--- src/design/nlcc_pkg.sv ---
package nlcc_pkg;

	// APB address: bit 2 selects the register index, the low bits are byte lanes
	localparam int ADDR_W = 3;

	localparam logic [0:0] REG_ENABLED = 1'b0;

	localparam logic [7:0] CH_STAR = 8'h2A;
	localparam logic [7:0] CH_LF   = 8'h0A;
	localparam logic [7:0] CH_CR   = 8'h0D;
	localparam logic [7:0] CH_NUL  = 8'h00;

	typedef enum logic [1:0] {
		KIND_NONE = 2'd0,
		KIND_GGA  = 2'd1,
		KIND_RMC  = 2'd2,
		KIND_VTG  = 2'd3
	} kind_t;

	typedef struct packed {
		logic       accepted;
		logic       checksum_ok;
		logic       star_found;
		kind_t      sentence_kind;
		logic [7:0] computed_sum;
		logic [7:0] received_sum;
		logic [6:0] line_length;
	} result_t;

endpackage

--- src/design/nlcc_intf.sv ---
interface nlcc_byte_if;
	logic       valid;
	logic       ready;
	logic [7:0] rx_byte;

	modport source (output valid, output rx_byte, input ready);
	modport sink (input valid, input rx_byte, output ready);
endinterface

interface nlcc_result_if;
	logic       valid;
	logic       ready;
	logic       accepted;
	logic       checksum_ok;
	logic       star_found;
	logic [1:0] sentence_kind;
	logic [7:0] computed_sum;
	logic [7:0] received_sum;
	logic [6:0] line_length;

	modport source (
		output valid, output accepted, output checksum_ok, output star_found,
		output sentence_kind, output computed_sum, output received_sum,
		output line_length, input ready
	);
	modport sink (
		input valid, input accepted, input checksum_ok, input star_found,
		input sentence_kind, input computed_sum, input received_sum,
		input line_length, output ready
	);
endinterface

--- src/design/nlcc_line.sv ---
module nlcc_line #(
	parameter int MAX_LINE = 127
) (
	input  logic              clk,
	input  logic              arst_n,
	input  logic              step,
	input  logic [7:0]        rx_byte,
	input  logic              enabled,
	output logic              emit,
	output nlcc_pkg::result_t result
);
	import nlcc_pkg::*;

	localparam int PW = $clog2(MAX_LINE);
	localparam int LW = PW + 1;

	logic [PW-1:0] pos_q;
	logic [7:0]    xor_q, xor_d;
	logic          star_q, star_d;
	logic          xstop_q, xstop_d;
	logic [1:0]    hcnt_q, hcnt_d;
	logic [7:0]    hval_q, hval_d;
	logic          hbad_q, hbad_d;
	logic          hclosed_q, hclosed_d;
	logic [2:0]    pfx_q, pfx_d;
	logic          zero_q, zero_d;

	logic          term, full;
	logic [LW-1:0] pos_inc;
	logic [4:0]    hx;

	logic          s_star, s_bad;
	logic [1:0]    s_cnt;
	logic [7:0]    s_hval, s_xor, rx_sum;
	logic [2:0]    s_pfx;
	logic [LW-1:0] s_len;
	logic          hex_ok, sum_ok;
	kind_t         kind;

	function automatic logic [7:0] prefix_char(input logic [1:0] k, input logic [2:0] i);
		logic [7:0] c;
		c = 8'h00;
		case (i)
			3'd0: c = 8'h24; // '$'
			3'd1: c = 8'h47; // 'G'
			3'd2: c = 8'h50; // 'P'
			3'd3: c = (k == 2'd0) ? 8'h47 : (k == 2'd1) ? 8'h52 : 8'h56; // G R V
			3'd4: c = (k == 2'd0) ? 8'h47 : (k == 2'd1) ? 8'h4D : 8'h54; // G M T
			3'd5: c = (k == 2'd0) ? 8'h41 : (k == 2'd1) ? 8'h43 : 8'h47; // A C G
			default: c = 8'h00;
		endcase
		return c;
	endfunction

	// {valid, nibble}
	function automatic logic [4:0] hex_of(input logic [7:0] b);
		logic [4:0] r;
		r = 5'd0;
		if (b >= 8'h30 && b <= 8'h39)
			r = {1'b1, 4'(b - 8'h30)};
		else if (b >= 8'h41 && b <= 8'h46)
			r = {1'b1, 4'(b - 8'h37)};
		else if (b >= 8'h61 && b <= 8'h66)
			r = {1'b1, 4'(b - 8'h57)};
		return r;
	endfunction

	always_comb begin
		term      = (rx_byte == CH_CR) || (rx_byte == CH_LF);
		pos_inc   = {1'b0, pos_q} + LW'(1);
		xor_d     = xor_q;
		star_d    = star_q;
		xstop_d   = xstop_q;
		hcnt_d    = hcnt_q;
		hval_d    = hval_q;
		hbad_d    = hbad_q;
		hclosed_d = hclosed_q;
		pfx_d     = pfx_q;
		zero_d    = zero_q;
		hx        = hex_of(rx_byte);

		if (pos_q < PW'(6)) begin
			for (int k = 0; k < 3; k++) begin
				if (rx_byte != prefix_char(2'(k), pos_q[2:0]))
					pfx_d[k] = 1'b0;
			end
		end

		if (!zero_q) begin
			if (rx_byte == CH_NUL) begin
				zero_d = 1'b1;
			end else begin
				// digits after the star, checked against the star state before this byte
				if (star_q && !hclosed_q) begin
					if (hx[4]) begin
						hval_d = {hval_q[3:0], hx[3:0]};
						hcnt_d = hcnt_q + 2'd1;
						if (hcnt_q != 2'd0)
							hclosed_d = 1'b1;
					end else begin
						if (hcnt_q == 2'd0)
							hbad_d = 1'b1;
						hclosed_d = 1'b1;
					end
				end
				if (rx_byte == CH_STAR)
					star_d = 1'b1;
				if (pos_q != '0 && !xstop_q) begin
					if (rx_byte == CH_STAR)
						xstop_d = 1'b1;
					else
						xor_d = xor_q ^ rx_byte;
				end
			end
		end

		full = pos_inc >= LW'(MAX_LINE);
		emit = term ? (pos_q != '0) : full;

		// CR/LF reports the line as it stood; a full line includes this byte
		s_star = term ? star_q : star_d;
		s_bad  = term ? hbad_q : hbad_d;
		s_cnt  = term ? hcnt_q : hcnt_d;
		s_hval = term ? hval_q : hval_d;
		s_xor  = term ? xor_q : xor_d;
		s_pfx  = term ? pfx_q : pfx_d;
		s_len  = term ? {1'b0, pos_q} : pos_inc;

		hex_ok = s_star && !s_bad && (s_cnt != 2'd0);
		rx_sum = hex_ok ? s_hval : 8'h00;
		sum_ok = hex_ok && (rx_sum == s_xor);

		kind = KIND_NONE;
		if (s_len >= LW'(6)) begin
			if (s_pfx[0])
				kind = KIND_GGA;
			else if (s_pfx[1])
				kind = KIND_RMC;
			else if (s_pfx[2])
				kind = KIND_VTG;
		end

		result.accepted      = enabled && s_star && sum_ok && (kind != KIND_NONE);
		result.checksum_ok   = sum_ok;
		result.star_found    = s_star;
		result.sentence_kind = kind;
		result.computed_sum  = s_xor;
		result.received_sum  = rx_sum;
		result.line_length   = 7'(s_len);
	end

	always_ff @(posedge clk or negedge arst_n) begin
		if (!arst_n) begin
			pos_q     <= '0;
			xor_q     <= '0;
			star_q    <= 1'b0;
			xstop_q   <= 1'b0;
			hcnt_q    <= '0;
			hval_q    <= '0;
			hbad_q    <= 1'b0;
			hclosed_q <= 1'b0;
			pfx_q     <= '1;
			zero_q    <= 1'b0;
		end else if (step) begin
			if (term || full) begin
				pos_q     <= '0;
				xor_q     <= '0;
				star_q    <= 1'b0;
				xstop_q   <= 1'b0;
				hcnt_q    <= '0;
				hval_q    <= '0;
				hbad_q    <= 1'b0;
				hclosed_q <= 1'b0;
				pfx_q     <= '1;
				zero_q    <= 1'b0;
			end else begin
				pos_q     <= pos_inc[PW-1:0];
				xor_q     <= xor_d;
				star_q    <= star_d;
				xstop_q   <= xstop_d;
				hcnt_q    <= hcnt_d;
				hval_q    <= hval_d;
				hbad_q    <= hbad_d;
				hclosed_q <= hclosed_d;
				pfx_q     <= pfx_d;
				zero_q    <= zero_d;
			end
		end
	end

endmodule

--- src/design/nmea_line_checksum_classifier.sv ---
// Channel   Role    Handshake      Payload
// rx        sink    valid/ready    rx_byte
// result    source  valid/ready    accepted, checksum_ok, star_found, sentence_kind,
//                                  computed_sum, received_sum, line_length
// apb       slave   psel/penable   enabled at byte address 0
//
// One byte per cycle while the result is not stalled: a byte sits in the input
// register, then the line state updates and any result loads the output register
// in the same cycle. A stalled result holds the byte in the input register;
// rx.ready drops only while both registers are full. arst_n clears line state,
// enabled and valids.
module nmea_line_checksum_classifier #(
	parameter int MAX_LINE = 127
) (
	input  logic                         clk,
	input  logic                         arst_n,
	nlcc_byte_if.sink                    rx,
	nlcc_result_if.source                result,
	input  logic                         psel,
	input  logic                         penable,
	input  logic                         pwrite,
	input  logic [nlcc_pkg::ADDR_W-1:0]  paddr,
	input  logic [31:0]                  pwdata,
	output logic [31:0]                  prdata,
	output logic                         pready
);
	import nlcc_pkg::*;

	logic       enabled_q;
	logic [7:0] byte_s1;
	logic       valid_s1;
	logic       res_valid_q;
	result_t    res_q;
	result_t    line_res;
	logic       line_emit;
	logic       advance;

	assign pready = 1'b1;
	assign prdata = (paddr[2] == REG_ENABLED) ? {31'd0, enabled_q} : 32'd0;

	always_ff @(posedge clk or negedge arst_n) begin
		if (!arst_n)
			enabled_q <= 1'b0;
		else if (psel && penable && pwrite && paddr[2] == REG_ENABLED)
			enabled_q <= pwdata[0];
	end

	assign advance  = valid_s1 && (!res_valid_q || result.ready);
	assign rx.ready = !valid_s1 || advance;

	always_ff @(posedge clk or negedge arst_n) begin
		if (!arst_n)
			valid_s1 <= 1'b0;
		else if (rx.ready)
			valid_s1 <= rx.valid;
	end

	always_ff @(posedge clk) begin
		if (rx.valid && rx.ready)
			byte_s1 <= rx.rx_byte;
	end

	nlcc_line #(.MAX_LINE(MAX_LINE)) u_line (
		.clk     (clk),
		.arst_n  (arst_n),
		.step    (advance),
		.rx_byte (byte_s1),
		.enabled (enabled_q),
		.emit    (line_emit),
		.result  (line_res)
	);

	always_ff @(posedge clk or negedge arst_n) begin
		if (!arst_n)
			res_valid_q <= 1'b0;
		else if (advance)
			res_valid_q <= line_emit;
		else if (result.ready)
			res_valid_q <= 1'b0;
	end

	always_ff @(posedge clk) begin
		if (advance && line_emit)
			res_q <= line_res;
	end

	assign result.valid         = res_valid_q;
	assign result.accepted      = res_q.accepted;
	assign result.checksum_ok   = res_q.checksum_ok;
	assign result.star_found    = res_q.star_found;
	assign result.sentence_kind = res_q.sentence_kind;
	assign result.computed_sum  = res_q.computed_sum;
	assign result.received_sum  = res_q.received_sum;
	assign result.line_length   = res_q.line_length;

endmodule
--- src/flat_wrapper.sv ---
// flat-port wrapper written by rule: the top's interface ports become plain ports
module nmea_line_checksum_classifier_flat import nlcc_pkg::*;
#(
	parameter int MAX_LINE = 127
)
  (clk, arst_n, psel, penable, pwrite, paddr, pwdata, prdata, pready, rx_valid, rx_rx_byte, rx_ready, result_valid, result_accepted, result_checksum_ok, result_star_found, result_sentence_kind, result_computed_sum, result_received_sum, result_line_length, result_ready);
  nlcc_byte_if rx_i ();
  nlcc_result_if result_i ();
  input  logic clk;
  input  logic arst_n;
  input  logic psel;
  input  logic penable;
  input  logic pwrite;
  input  logic [nlcc_pkg::ADDR_W-1:0] paddr;
  input  logic [31:0] pwdata;
  output logic [31:0] prdata;
  output logic pready;
  input wire logic [$bits(rx_i.valid)-1:0] rx_valid;
  input wire logic [$bits(rx_i.rx_byte)-1:0] rx_rx_byte;
  output wire logic [$bits(rx_i.ready)-1:0] rx_ready;
  output wire logic [$bits(result_i.valid)-1:0] result_valid;
  output wire logic [$bits(result_i.accepted)-1:0] result_accepted;
  output wire logic [$bits(result_i.checksum_ok)-1:0] result_checksum_ok;
  output wire logic [$bits(result_i.star_found)-1:0] result_star_found;
  output wire logic [$bits(result_i.sentence_kind)-1:0] result_sentence_kind;
  output wire logic [$bits(result_i.computed_sum)-1:0] result_computed_sum;
  output wire logic [$bits(result_i.received_sum)-1:0] result_received_sum;
  output wire logic [$bits(result_i.line_length)-1:0] result_line_length;
  input wire logic [$bits(result_i.ready)-1:0] result_ready;
  assign rx_i.valid = rx_valid;
  assign rx_i.rx_byte = rx_rx_byte;
  assign rx_ready = rx_i.ready;
  assign result_valid = result_i.valid;
  assign result_accepted = result_i.accepted;
  assign result_checksum_ok = result_i.checksum_ok;
  assign result_star_found = result_i.star_found;
  assign result_sentence_kind = result_i.sentence_kind;
  assign result_computed_sum = result_i.computed_sum;
  assign result_received_sum = result_i.received_sum;
  assign result_line_length = result_i.line_length;
  assign result_i.ready = result_ready;
  nmea_line_checksum_classifier #(.MAX_LINE(MAX_LINE)) u_core (.clk(clk), .arst_n(arst_n), .rx(rx_i), .result(result_i), .psel(psel), .penable(penable), .pwrite(pwrite), .paddr(paddr), .pwdata(pwdata), .prdata(prdata), .pready(pready));
endmodule
--- config.mk ---
export PLATFORM = sky130hd
export DESIGN_NAME = nmea_line_checksum_classifier_flat
export DESIGN_NICKNAME = d
export VERILOG_FILES = /design/src/design/nlcc_pkg.sv /design/src/design/nlcc_intf.sv /design/src/design/nlcc_line.sv /design/src/design/nmea_line_checksum_classifier.sv /design/src/flat_wrapper.sv
export SDC_FILE = /design/constraint.sdc
export NUM_CORES = 1
export LEC_CHECK = 0
export ABC_AREA = 1
export BUFFER_PORTS_ARGS = -buffer_cell sky130_fd_sc_hd__clkbuf_2
export CAP_MARGIN = 20
export CORE_MARGIN = 2
export CORE_UTILIZATION = 54
export DETAILED_ROUTE_END_ITERATION = 8
export GPL_TIMING_DRIVEN = 0
export HOLD_SLACK_MARGIN = 0.12
export PLACE_DENSITY_LB_ADDON = 0.12
export SYNTH_ARGS = -nofsm -noshare
export SYNTH_HDL_FRONTEND = slang
export SYNTH_SLANG_ARGS = --single-unit
--- constraint.sdc ---
create_clock -name clk -period 4.3 [get_ports clk]
set_input_delay 0.645 -clock clk [delete_from_list [all_inputs] [get_ports clk]]
set_output_delay 0.645 -clock clk [all_outputs]
set_load 0.05 [all_outputs]
# Word level (Yosys, flattened, before mapping)
# Cells that the tools add are included.
dict set report classes {
  addsub 5
  magnitude_cmp 9
  n_eq_ne 15
  n_mux 70
  bitwise_logic 2
  reduce_logical 41
}
# operator count
set op_table {}
lappend op_table {{8-bit 2-to-1 mux} 17}
lappend op_table {{7-bit case mux with 6 select lines} 1}
lappend op_table {{7-bit case mux with 5 select lines} 1}
lappend op_table {{1-bit 2-to-1 mux} 33}
lappend op_table {{7-bit case mux with 4 select lines} 1}
lappend op_table {{8-bit by 7-bit greater-or-equal comparator with 1-bit output, second input constant} 3}
lappend op_table {{8-bit != test} 3}
lappend op_table {{2-bit 2-to-1 mux} 10}
lappend op_table {{1-bit logical AND} 17}
lappend op_table {{8-bit by 4-bit == test with 1-bit output, second input constant} 2}
lappend op_table {{8-bit by 7-bit less-or-equal comparator with 1-bit output, second input constant} 2}
lappend op_table {{5-bit 2-to-1 mux} 3}
lappend op_table {{2-bit nonzero test} 7}
lappend op_table {{5-bit AND reduction} 2}
lappend op_table {{3-bit 2-to-1 mux} 3}
lappend op_table {{7-bit by 1-bit adder with 8-bit output, second input constant} 1}
lappend op_table {{8-bit by 6-bit == test with 1-bit output, second input constant} 1}
lappend op_table {{8-bit == test} 1}
lappend op_table {{8-bit by 3-bit greater-or-equal comparator with 1-bit output, second input constant} 1}
lappend op_table {{8-bit by 6-bit greater-or-equal comparator with 1-bit output, second input constant} 1}
lappend op_table {{8-bit by 6-bit less-or-equal comparator with 1-bit output, second input constant} 1}
lappend op_table {{8-bit zero test} 1}
lappend op_table {{4-bit by 3-bit subtractor with 4-bit output, second input constant} 2}
lappend op_table {{8-bit XOR} 1}
lappend op_table {{17 further kinds} 27}
dict set report word_totals {
  ff_bits 72
  input_bits 50
  output_inout_bits 63
  elab_cells 163
}

# Logic depth before layout (Yosys ltp)
# Gate-level depths: netlist (run 1).
dict set report depth {
  depth_word 18
  depth_mapped 20
  depth_no_buf 20
}

# Modules after synthesis
# Synthesis (run 1) repeated with hierarchy kept, for this count alone.
dict set report unflattened {
  cells_unflattened 581
  hier_area_um2 4599.4
}
# module instances cells_per_inst area_per_inst_um2 seq_area_each_um2
set modules_own_cells {}
lappend modules_own_cells {nlcc_line 1 487 3099.2 829.5}
lappend modules_own_cells {nmea_line_checksum_classifier 1 94 1500.2 1156.1}

# Worst setup path after synthesis (run 1)
# No wires, ideal clock.
dict set report synth_path {
  path_type {register -> register}
  startpoint {register u_core.u_line.pos_q[1]}
  endpoint {register u_core.res_q, in the netlist u_core.result.accepted, enable pin}
  setup_ps 413
  arrival_time_ps 2751
  t_required_ps 3887
  slack_ps 1136
  path_stages_with_launch 12
  n_path_buf 0
  synth_period_minus_slack_ps 3164
  cell_sequence {dfrtp_1 -> ha_1 -> nand3_1 -> nor2_1 -> nand2_1 -> xor2_1 -> nand2_1 -> nor3_1 -> nand3_1 -> nand2_1 -> nand2_1 -> nor2_1}
}
dict set report synth_between {
  elab_chain_len 4
  word_cells_on_any_way 5
  classes_between {1 x add/sub; 1 x order compare; 1 x mux; 2 x reduce/logical}
}
# item line_no
set synth_lines {}
lappend synth_lines {{start, declared} nlcc_line.sv:17} ;# logic [PW-1:0] pos_q;
lappend synth_lines {{start signal, assigned} nlcc_line.sv:177} ;# pos_q <= pos_inc[PW-1:0];
lappend synth_lines {{7-bit by 1-bit adder with 8-bit output} nlcc_line.sv:70} ;# pos_inc = {1'b0, pos_q} + LW'(1);
lappend synth_lines {{8-bit by 7-bit greater-or-equal comparator with 1-bit output} nlcc_line.sv:117} ;# full = pos_inc >= LW'(MAX_LINE);
lappend synth_lines {{1-bit 2-to-1 mux *} nlcc_line.sv:118} ;# emit = term ? (pos_q != '0) : full;
lappend synth_lines {{1-bit logical AND *} nmea_line_checksum_classifier.sv:83} ;# if (advance && line_emit)
lappend synth_lines {{end signal, assigned} nmea_line_checksum_classifier.sv:84} ;# res_q <= line_res;
lappend synth_lines {{end, declared} nmea_line_checksum_classifier.sv:33} ;# result_t res_q;
# Every way passes the cells marked *; elsewhere a longest branch is shown, timed or not.
# A chain may end at the register's enable or synchronous reset.

# Final worst setup path (run 1)
dict set report layout_path {
  startpoint {register u_core.u_line.pos_q[1]}
  endpoint {register u_core.res_q, in the netlist u_core.result.star_found, enable pin}
}
# The elaborated chain is that of the path after synthesis.

==> reports/results.ini, run 1 <==
[sta]
finalMaxSlewViolations = 0
finalCritPeriodShare_pct = 72.7
tns_ps = 0
setup_slack_ps = 1180
worst_pin_slew_ps = 607
period_needed_ps = 3120
fin_worst_skew_ps = 11.4
holdWs_ps = 258
finalSetupViolations = 0
final_hold_viol_count = 0
max_freq_ghz = 0.320
rsz0062_at_grt = false
relSlewSlack_pct = 59.5

[worst_setup_path]
worstPathRequired_ps = 4370
critPathKind = register to register
cp_slowest_cell = nor2_2
critPathMaxStageDelay_ps = 580
cp_cell_sequence = ha_1, nand3_1, nor2_1, nand2_1, xor2_1, nand2_1, nor3_1, nand3_1, nand2_1, nand2_1, nor2_2, buf_16
end_kind = register
cpLargestDelayFamily = simple AND/OR/NAND/NOR gates
cp.arrival_ps = 3200
path_max_fanout = 19
start_kind = register
cp_num_buf_inv = 1
path_common_cell = nand2_1

[grt]
antenna_found_initial = 0
grt_max_degree = 37
gr-total-overflow = 0
grt_usage_pct = 24.2
grt_pass1_wl_microns = 16800
grt_pass1_vias = 3521

[run]
drv_cap = 0

[routing]
drt-total-wl_microns = 10300
dr.max_layer_used = met4
wl_met1_microns = 4910
route.met2.wl_microns = 4640
drt-vias-per-instance = 5.01
drc = 0
drt-initial-drc-count = 218
post_drt_wl_per_cell_microns = 13.4
antenna_left = 0
first_pass_iters = 5
dr_wl_met3_microns = 542
vias = 3844

[synth]
synth.avg_cell_area_sq_um = 8.01
ys.flop_type = edfxtp_1
synth_top_cell_by_area = edfxtp_1
synthMuxAreaShare_pct = 0
yosys_warnings = 0
async_reset_ff_share_pct = 50.0
synth-xor-area-share_pct = 4.43
syn_area_sq_um = 4550
synth_seq_cells = 72
synth_cell_types = 39
synthCells = 568
synth-compound-area-share_pct = 8.17
yosys.area.top_type_share_pct = 23.8
synth_top_family_by_area = simple AND/OR/NAND/NOR gates
synth_top_cells_by_count = 151 x nand2_1, 71 x inv_1, 47 x nand3_1, 42 x nor2_1, 36 x edfxtp_1
yosys-top-cells-area = edfxtp_1 24%, dfrtp_1 18%, nand2_1 12%
synth_adder_area_share_pct = 4.40
synthSimpleGateAreaFrac_pct = 26.3
synth_most_common_cell = nand2_1
yosysSeqAreaShare_pct = 43.7
synth-edff-count = 36

[die]
die_w_microns = 95.8
die_area_sq_um = 9170
core_sq_um = 8180
num_rows = 33
die_h_microns = 95.8
start_util_pct = 55.6
io_pins = 113

[final_layout]
utilization_pct = 64.5
drive_gt1_share_pct = 19.5
syn2layout_area_growth_pct = 15.9
antenna_cells = 0
fin_nets = 724
fillers = 750
fin_cells = 768
design_area_sq_um = 5270

[placed_design]
post-place-ws_ps = 1260
finalWeightedCongestion = 0.930
place_hpwl_microns = 7750
place_area_sq_um = 5060
port_buffers = 47
post-place-cells = 751

[clock_network]
cts_hold_buf = 0
cts_sinks = 72
clk_latency_ps = 360
cts_setup_buffers = 0
tritoncts = built
clk_pin_slew_ps = 90
cts_resized = 0
cts_buffer_depth = 2
htree_levels = 3
numCtsBuffers = 9
cts_root_buffer = clkbuf_8

[power_and_ir_drop]
pwr_density_cell_nw_per_um2 = 478
ir_worst_vdd_mv = 0.225
leakage_nw = 2.71
power_mw = 2.52

[min_path]
hold_path.class = input pin to async pin

[run_status]
status = completed

[cell type report]
class	count	area [sq um]	share of cell area (%)
Multi-Input combinational cell	407	2090	39.7
Sequential cell	72	1990	37.7
Inverter	78	295	5.60
Buffer	41	292	5.53
Timing Repair Buffer	49	290	5.51
Tap cell	105	131	2.49
Clock buffer	9	124	2.35
Clock inverter	7	61.3	1.16
[flip-flops by register name (all words and copies together), names as in the netlist, 2 cells and up]
signal / flops
u_core.result.sentence_kind: 2
u_core.result.received_sum: 8
u_core.u_line.hval_q: 8
u_core.u_line.pos_q: 7
u_core.u_line.pfx_q: 3
u_core.u_line.hcnt_q: 2
u_core.u_line.xor_q: 8
u_core.result.line_length: 7
u_core.byte_s1: 8
u_core.result.computed_sum: 8
[metal layers]
layer | vias up | track usage, %
met5 | - | 0
met4 | 0 | 8.33
met3 | 18 | 3.84
met2 | 127 | 37.6
met1 | 1751 | 34.5
li1 | 1948 | -
[layout by cell type (no fill, tap or decap), types with 32 or more instances in the layout]
| cell | instances |
|---|---|
| buf_4 | 34 |
| dfrtp_1 | 33 |
| conb_1 | 32 |
| edfxtp_1 | 36 |
| inv_1 | 71 |
| clkbuf_2 | 47 |
| nand2_1 | 151 |
| nand3_1 | 47 |
| o21ai_0 | 33 |
| nor2_1 | 41 |
[worst reg2reg max path, stage by stage, from the launching register on]
cell     delay (ps)
dfrtp_1         520
ha_1            280
nand3_1         140
nor2_1          130
nand2_1          70
xor2_1          190
nand2_1          70
nor3_1          150
nand3_1         140
nand2_1          80
nand2_1         260
nor2_2          580
buf_16          230
[kinds of logic after synthesis]
group                      count (synthesis)
and+or+nand+nor                          271
buffers and inverters                    119
DFF                                       72
AOI/OAI and AO/OA                         65
xor gates and xnor gates                  23
adders and majority gates                 16
other                                      2
[power by group]
group / internal (mW) / total (mW) / switching, mW / leakage [nW]
combinational: 0.352 / 1.05 / 0.699 / 1.84
sequential: 0.849 / 0.946 / 0.0974 / 0.779
clock: 0.220 / 0.521 / 0.300 / 0.0888
[path summary, 6_finish.rpt]
path,slack [ps],cells past startpoint,startpoint,to
worst min register to register,470,2,u_core.u_line.pfx_q[1]$_DFFE_PN1P_,u_core.u_line.pfx_q[1]$_DFFE_PN1P_
worst max register to register,1180,12,u_core.u_line.pos_q[1]$_DFFE_PN0P_,u_core.result.star_found$_DFFE_PP_
worst min-delay path,260,1,arst_n,u_core.u_line.pos_q[1]$_DFFE_PN0P_
min in group clk,460,1,rx_rx_byte[3],u_core.byte_s1[3]$_DFFE_PP_
max in group asynchronous,3550,2,arst_n,u_core.u_line.hval_q[0]$_DFFE_PN0P_
worst max-delay path,1180,12,u_core.u_line.pos_q[1]$_DFFE_PN0P_,u_core.result.star_found$_DFFE_PP_
(Power assumes the default switching activity.)
==> run 2: changes to the inputs <==
- clock period: 4.3 -> 3.1 ns (I/O delays scaled with it)
==> reports/results.ini, run 2 (synthesis results as in run 1) <==
[clock_network]
clk_latency_ps = 360  ; about the same
htree_levels = 3  ; unchanged
numCtsBuffers = 9  ; unchanged
clk_pin_slew_ps = 80  ; about the same
cts_root_buffer = clkbuf_8
tritoncts = built
cts_sinks = 72  ; unchanged
cts_buffer_depth = 2  ; unchanged

[run]
drv_cap = 0  ; unchanged

[worst_setup_path]
worstPathRequired_ps = 3150  ; -1220 ps
end_kind = register
rr_startpoint = u_core.u_line.pos_q[0]$_DFFE_PN0P_
crit_end = u_core.result.line_length[4]$_DFFE_PP_
r2r_slack_ps = 200  ; -980 ps
path_max_fanout = 22  ; +3
r2r_end = u_core.result.line_length[4]$_DFFE_PP_
critPathKind = register to register
start_kind = register
cp.arrival_ps = 2960  ; -240 ps
crit_start = u_core.u_line.pos_q[0]$_DFFE_PN0P_
rr_worst_depth = 12  ; unchanged

[routing]
drt-total-wl_microns = 10600  ; +3.3%
vias = 3894  ; +1.3%
post_drt_wl_per_cell_microns = 13.8  ; +2.9%
drt-initial-drc-count = 224  ; +2.8%
drc = 0  ; unchanged
antenna_left = 0  ; unchanged
first_pass_iters = 5  ; unchanged
drt-vias-per-instance = 5.05  ; +0.91%

[placed_design]
finalWeightedCongestion = 0.924  ; -0.57%
port_buffers = 47  ; unchanged
place_hpwl_microns = 7900  ; +1.9%
post-place-cells = 751  ; unchanged

[final_layout]
layout_common_cells = 151 x nand2_1, 71 x inv_1, 47 x nand3_1, 47 x clkbuf_2, 41 x nor2_1
ff_latch_area_sq_um = 1990  ; unchanged
layout_commonest_cell = nand2_1
syn2layout_area_growth_pct = 16.5
multi_input_area_sq_um = 2100  ; +0.24%
utilization_pct = 64.8  ; +0.35 points
fin_nets = 727  ; +0.41%
drive_gt1_share_pct = 19.8  ; +0.36 points
fillers = 705  ; -6.0%
fin_cells = 771  ; +0.39%
antenna_cells = 0  ; unchanged

[power_and_ir_drop]
leakage_nw = 2.74  ; +0.91%
ir_worst_vdd_mv = 0.271  ; +20%
pwr_density_cell_nw_per_um2 = 681  ; +43%
power_mw = 3.61  ; +43%

[die]
io_pins = 113  ; unchanged
start_util_pct = 55.6  ; unchanged
die_area_sq_um = 9170  ; unchanged
num_rows = 33  ; unchanged
die_w_microns = 95.8  ; unchanged
die_h_microns = 95.8  ; unchanged
core_sq_um = 8180  ; unchanged

[sta]
finalCritPeriodShare_pct = 93.6  ; +21 points
finalMaxSlewViolations = 0  ; unchanged
worst_pin_slew_ps = 1000  ; +393 ps
finalSetupViolations = 0  ; unchanged
relSlewSlack_pct = 33.4  ; -26 points
rsz0062_at_grt = false
fin_worst_skew_ps = 9.71  ; -1.66 ps
max_freq_ghz = 0.344  ; +7.6%
final_hold_viol_count = 0  ; unchanged
tns_ps = 0  ; unchanged
period_needed_ps = 2900  ; -221 ps

[min_path]
hold_path.class = input pin to async pin

[run_status]
status = completed

[grt]
antenna_found_initial = 0  ; unchanged
grt_pass1_wl_microns = 17000  ; +1.4%
gr-total-overflow = 0  ; unchanged
grt_pass1_vias = 3505  ; -0.45%
grt_usage_pct = 24.9  ; +0.75 points
grt_max_degree = 37  ; unchanged

-- run 2: timing repair --
item                       in CTS  in global routing
gates resized for setup         0                  1
setup buffers                   0                  4
hold buffers                    0                  0
setup endpoints to repair       0                 22
-- run 2: layout make-up --
| class | instances | area share (%) |
|---|---|---|
| multi-input cells | 407 | 39.6 |
| clock buffers | 9 | 2.34 |
| flip-flops and latches | 72 | 37.5 |
| repair buffers | 52 | 5.29 |
| well taps | 105 | 2.48 |
| inverters | 78 | 5.57 |
| clock inverters | 7 | 1.79 |
| plain buffers | 41 | 5.50 |
-- run 2: worst min-delay path by stage --
stage / startpoint / end / depth (start not counted) / slack (ps)
final: arst_n / u_core.u_line.pos_q[2]$_DFFE_PN0P_ / 1 / 260
after global routing: rx_rx_byte[0] / u_core.byte_s1[0]$_DFFE_PP_ / 1 / 260
after floorplan: arst_n / u_core.enabled_q$_DFFE_PN0P_ / 0 / 170
after global placement: u_core.u_line.pfx_q[1]$_DFFE_PN1P_ / u_core.u_line.pfx_q[1]$_DFFE_PN1P_ / 2 / 450
after detailed placement: u_core.u_line.pfx_q[1]$_DFFE_PN1P_ / u_core.u_line.pfx_q[1]$_DFFE_PN1P_ / 2 / 460
after CTS: rx_rx_byte[4] / u_core.byte_s1[4]$_DFFE_PP_ / 1 / 280
-- run 2: metrics by stage --
| step | hold slack, ps | instance area (sq um) | setup WS [ps] |
|---|---|---|---|
| 6_report | 257 | 5300 | 197 |
| 2_1_floorplan | 169 | 4660 | 394 |
| 4_1_cts | 277 | 5260 | 36.0 |
| 5_1_grt | 260 | 5300 | 16.7 |
| 3_5_place_dp | 458 | 5040 | 54.4 |
| 3_3_place_gp | 454 | 5030 | -352 |
-- run 2: power by group --
part	total [mW]	switching, mW	leakage [nW]	internal (mW)
combinational	1.46	0.974	1.85	0.484
clock	0.837	0.383	0.110	0.454
sequential	1.31	0.136	0.779	1.18
-- run 2: critical path: stages (launching register included) --
cell     delay [ps]
dfrtp_1         520
ha_1            270
nand3_1         140
nor2_1          120
nand2_1          80
xor2_1          190
nand2_1          70
nor3_1          140
nand3_1         130
nand2_1          80
nand2_1         270
nor2_4          360
buf_8           230
-- run 2: routing by layer --
metal | global-route usage, % | share of wire (%) | vias up
li1 | - | - | 1956
met1 | 34.9 | 46 | 1761
met2 | 39.3 | 45 | 161
met3 | 4.86 | 7.0 | 16
met4 | 7.86 | 2.1 | 0
met5 | 0 | 0 | -
==> run 3: changes to the inputs <==
- CORE_UTILIZATION: 54 -> 60
- CTS_BUF_LIST: default -> sky130_fd_sc_hd__clkbuf_2
- CTS_CLUSTER_SIZE: default -> 20
- clock period: 3.1 -> 3.49 ns (I/O delays scaled with it)
==> reports/results.ini, run 3 (synthesis results as in run 1) <==
[run_status]
status = completed

[routing]
route.met2.wl_microns = 4580  ; -4.5%
drt-total-wl_microns = 10100  ; -4.7%
post_drt_wl_per_cell_microns = 13.3  ; -3.9%
dr.max_layer_used = met4
first_pass_iters = 5  ; unchanged
vias = 3881  ; -0.33%
antenna_left = 0  ; unchanged
dr_wl_met3_microns = 645  ; -14%
drc = 0  ; unchanged
drt-initial-drc-count = 269  ; +20%
wl_met1_microns = 4680  ; -3.9%
drt-vias-per-instance = 5.07  ; +0.45%

[grt]
grt_pass1_vias = 3619  ; +3.3%
grt_pass1_wl_microns = 17000  ; about the same
grt_usage_pct = 26.0  ; +1.1 points
grt_max_degree = 37  ; unchanged
antenna_found_initial = 0  ; unchanged
gr-total-overflow = 0  ; unchanged

[clock_network]
clk_latency_ps = 530  ; +170 ps
cts_hold_buf = 4  ; +4
cts_resized = 0  ; unchanged
tritoncts = built
numCtsBuffers = 9  ; unchanged
cts_buffer_depth = 2  ; unchanged
cts_sinks = 72  ; unchanged
clk_pin_slew_ps = 220  ; +140 ps
cts_setup_buffers = 0  ; unchanged
cts_root_buffer = clkbuf_2
htree_levels = 3  ; unchanged

[die]
start_util_pct = 62.4  ; +6.7 points
num_rows = 31  ; -6.1%
die_w_microns = 91.1  ; -4.9%
die_h_microns = 91.1  ; -4.9%
core_sq_um = 7290  ; -11%
io_pins = 113  ; unchanged
die_area_sq_um = 8290  ; -9.6%

[final_layout]
fin_cells = 765  ; -0.78%
antenna_cells = 0  ; unchanged
layout_commonest_cell = nand2_1
layout_common_cells = 151 x nand2_1, 71 x inv_1, 56 x clkbuf_2
fin_nets = 727  ; unchanged
multi_input_area_sq_um = 2090  ; -0.24%
drive_gt1_share_pct = 19.2  ; -0.60 points
ff_latch_area_sq_um = 1990  ; unchanged
fillers = 627  ; -11%
syn2layout_area_growth_pct = 14.2

[worst_setup_path]
rr_worst_depth = 12  ; unchanged
worstPathRequired_ps = 3750  ; +600 ps
crit_start = u_core.byte_s1[0]$_DFFE_PP_
end_kind = register
critPathMaxStageDelay_ps = 660  ; +140 ps
r2r_end = u_core.result.accepted$_DFFE_PP_
start_kind = register
rr_startpoint = u_core.byte_s1[0]$_DFFE_PP_
cp_cell_sequence = inv_1, ha_1, nand3_1, nand2_1, nand2_1, buf_2, nand2_1, inv_1, nand2_1, nand2_1, nor2_2, buf_8
critPathKind = register to register
cp_slowest_cell = nor2_2
r2r_slack_ps = 290  ; +90 ps
path_common_cell = nand2_1
path_max_fanout = 16  ; -27%
cp.arrival_ps = 3460  ; +500 ps
crit_end = u_core.result.accepted$_DFFE_PP_

[placed_design]
port_buffers = 47  ; unchanged
post-place-ws_ps = 331  ; +277 ps
finalWeightedCongestion = 0.953  ; +3.1%
post-place-cells = 745  ; -0.80%
place_hpwl_microns = 7610  ; -3.8%

[sta]
finalCritPeriodShare_pct = 91.8  ; -1.9 points
worst_pin_slew_ps = 987  ; -12.3 ps
setup_slack_ps = 288  ; +90.5 ps
final_hold_viol_count = 0  ; unchanged
rsz0062_at_grt = false
finalMaxSlewViolations = 0  ; unchanged
holdWs_ps = 149  ; -108 ps
tns_ps = 0  ; unchanged
finalSetupViolations = 0  ; unchanged
relSlewSlack_pct = 34.2  ; +0.82 points
period_needed_ps = 3200  ; +300 ps
max_freq_ghz = 0.312  ; -9.4%
fin_worst_skew_ps = 30.4  ; +20.7 ps

[run]
drv_cap = 0  ; unchanged

[power_and_ir_drop]
pwr-share-seq_pct = 39.5  ; +3.1 points
p_sw_share_pct = 44.2  ; +2.8 points
ir_worst_vdd_mv = 0.268  ; -0.93%
p_sw_mw = 1.30  ; -13%
pwr_density_cell_nw_per_um2 = 567  ; -17%
intPower_mw = 1.64  ; -22%
p_comb_share_pct = 44.1  ; +3.7 points
leakage_nw = 2.69  ; -1.5%
clkPwrFrac_pct = 16.4  ; -6.8 points

[min_path]
hold_path.class = input pin to register

-- run 3: cell type report --
| class | instances | area share, % |
|---|---|---|
| sequential | 72 | 38.2 |
| buffer | 41 | 5.61 |
| clock buffer | 9 | 0.867 |
| tap | 99 | 2.39 |
| timing repair buffer | 52 | 5.59 |
| inverter | 78 | 5.69 |
| multi-input combinational | 407 | 40.3 |
| clock inverter | 7 | 1.35 |
-- run 3: how the worst min path moves through the flow --
stage,endpoint,startpoint,slack (ps),cells past startpoint
floorplan,u_core.enabled_q$_DFFE_PN0P_,arst_n,230,0
global placement,u_core.u_line.pfx_q[1]$_DFFE_PN1P_,u_core.u_line.pfx_q[1]$_DFFE_PN1P_,450,2
detailed placement,u_core.u_line.pfx_q[1]$_DFFE_PN1P_,u_core.u_line.pfx_q[1]$_DFFE_PN1P_,460,2
CTS,u_core.byte_s1[0]$_DFFE_PP_,rx_rx_byte[0],120,1
global route,u_core.byte_s1[0]$_DFFE_PP_,rx_rx_byte[0],140,1
finish,u_core.byte_s1[0]$_DFFE_PP_,rx_rx_byte[0],150,1
-- run 3: layer usage --
metal  global-route usage (%)  up-vias
li1                         -     1955
met1                     37.2     1758
met2                     39.1      146
met3                     3.65       22
met4                     11.6        0
met5                     5.13        -
-- run 3: worst max-delay path: cells and delay by family (launching register included) --
kind                     cells  cell delay [ps]
adder cells (fa/ha/maj)      1              200
AND/OR/NAND/NOR              7             1340
buffers and inverters        4              820
flip-flops                   1              570
-- run 3: metrics by stage --
step                util (%)  instance area [sq um]  power [mW]
floorplan                  -                   4660        2.17
global placement        68.8                   5020        2.40
detailed placement      69.1                   5040        2.44
CTS                     71.2                   5190        2.93
global route            71.2                   5190        3.19
finish                  71.2                   5190        2.94
-- run 3: power groups by stage --
stage / Clock, mW / Combinational [mW] / Sequential (mW)
after floorplan: 0 / 1.01 / 1.15
after global placement: 0 / 1.23 / 1.17
after detailed placement: 0 / 1.26 / 1.18
after CTS: 0.488 / 1.28 / 1.16
after global routing: 0.524 / 1.48 / 1.18
final: 0.484 / 1.30 / 1.16
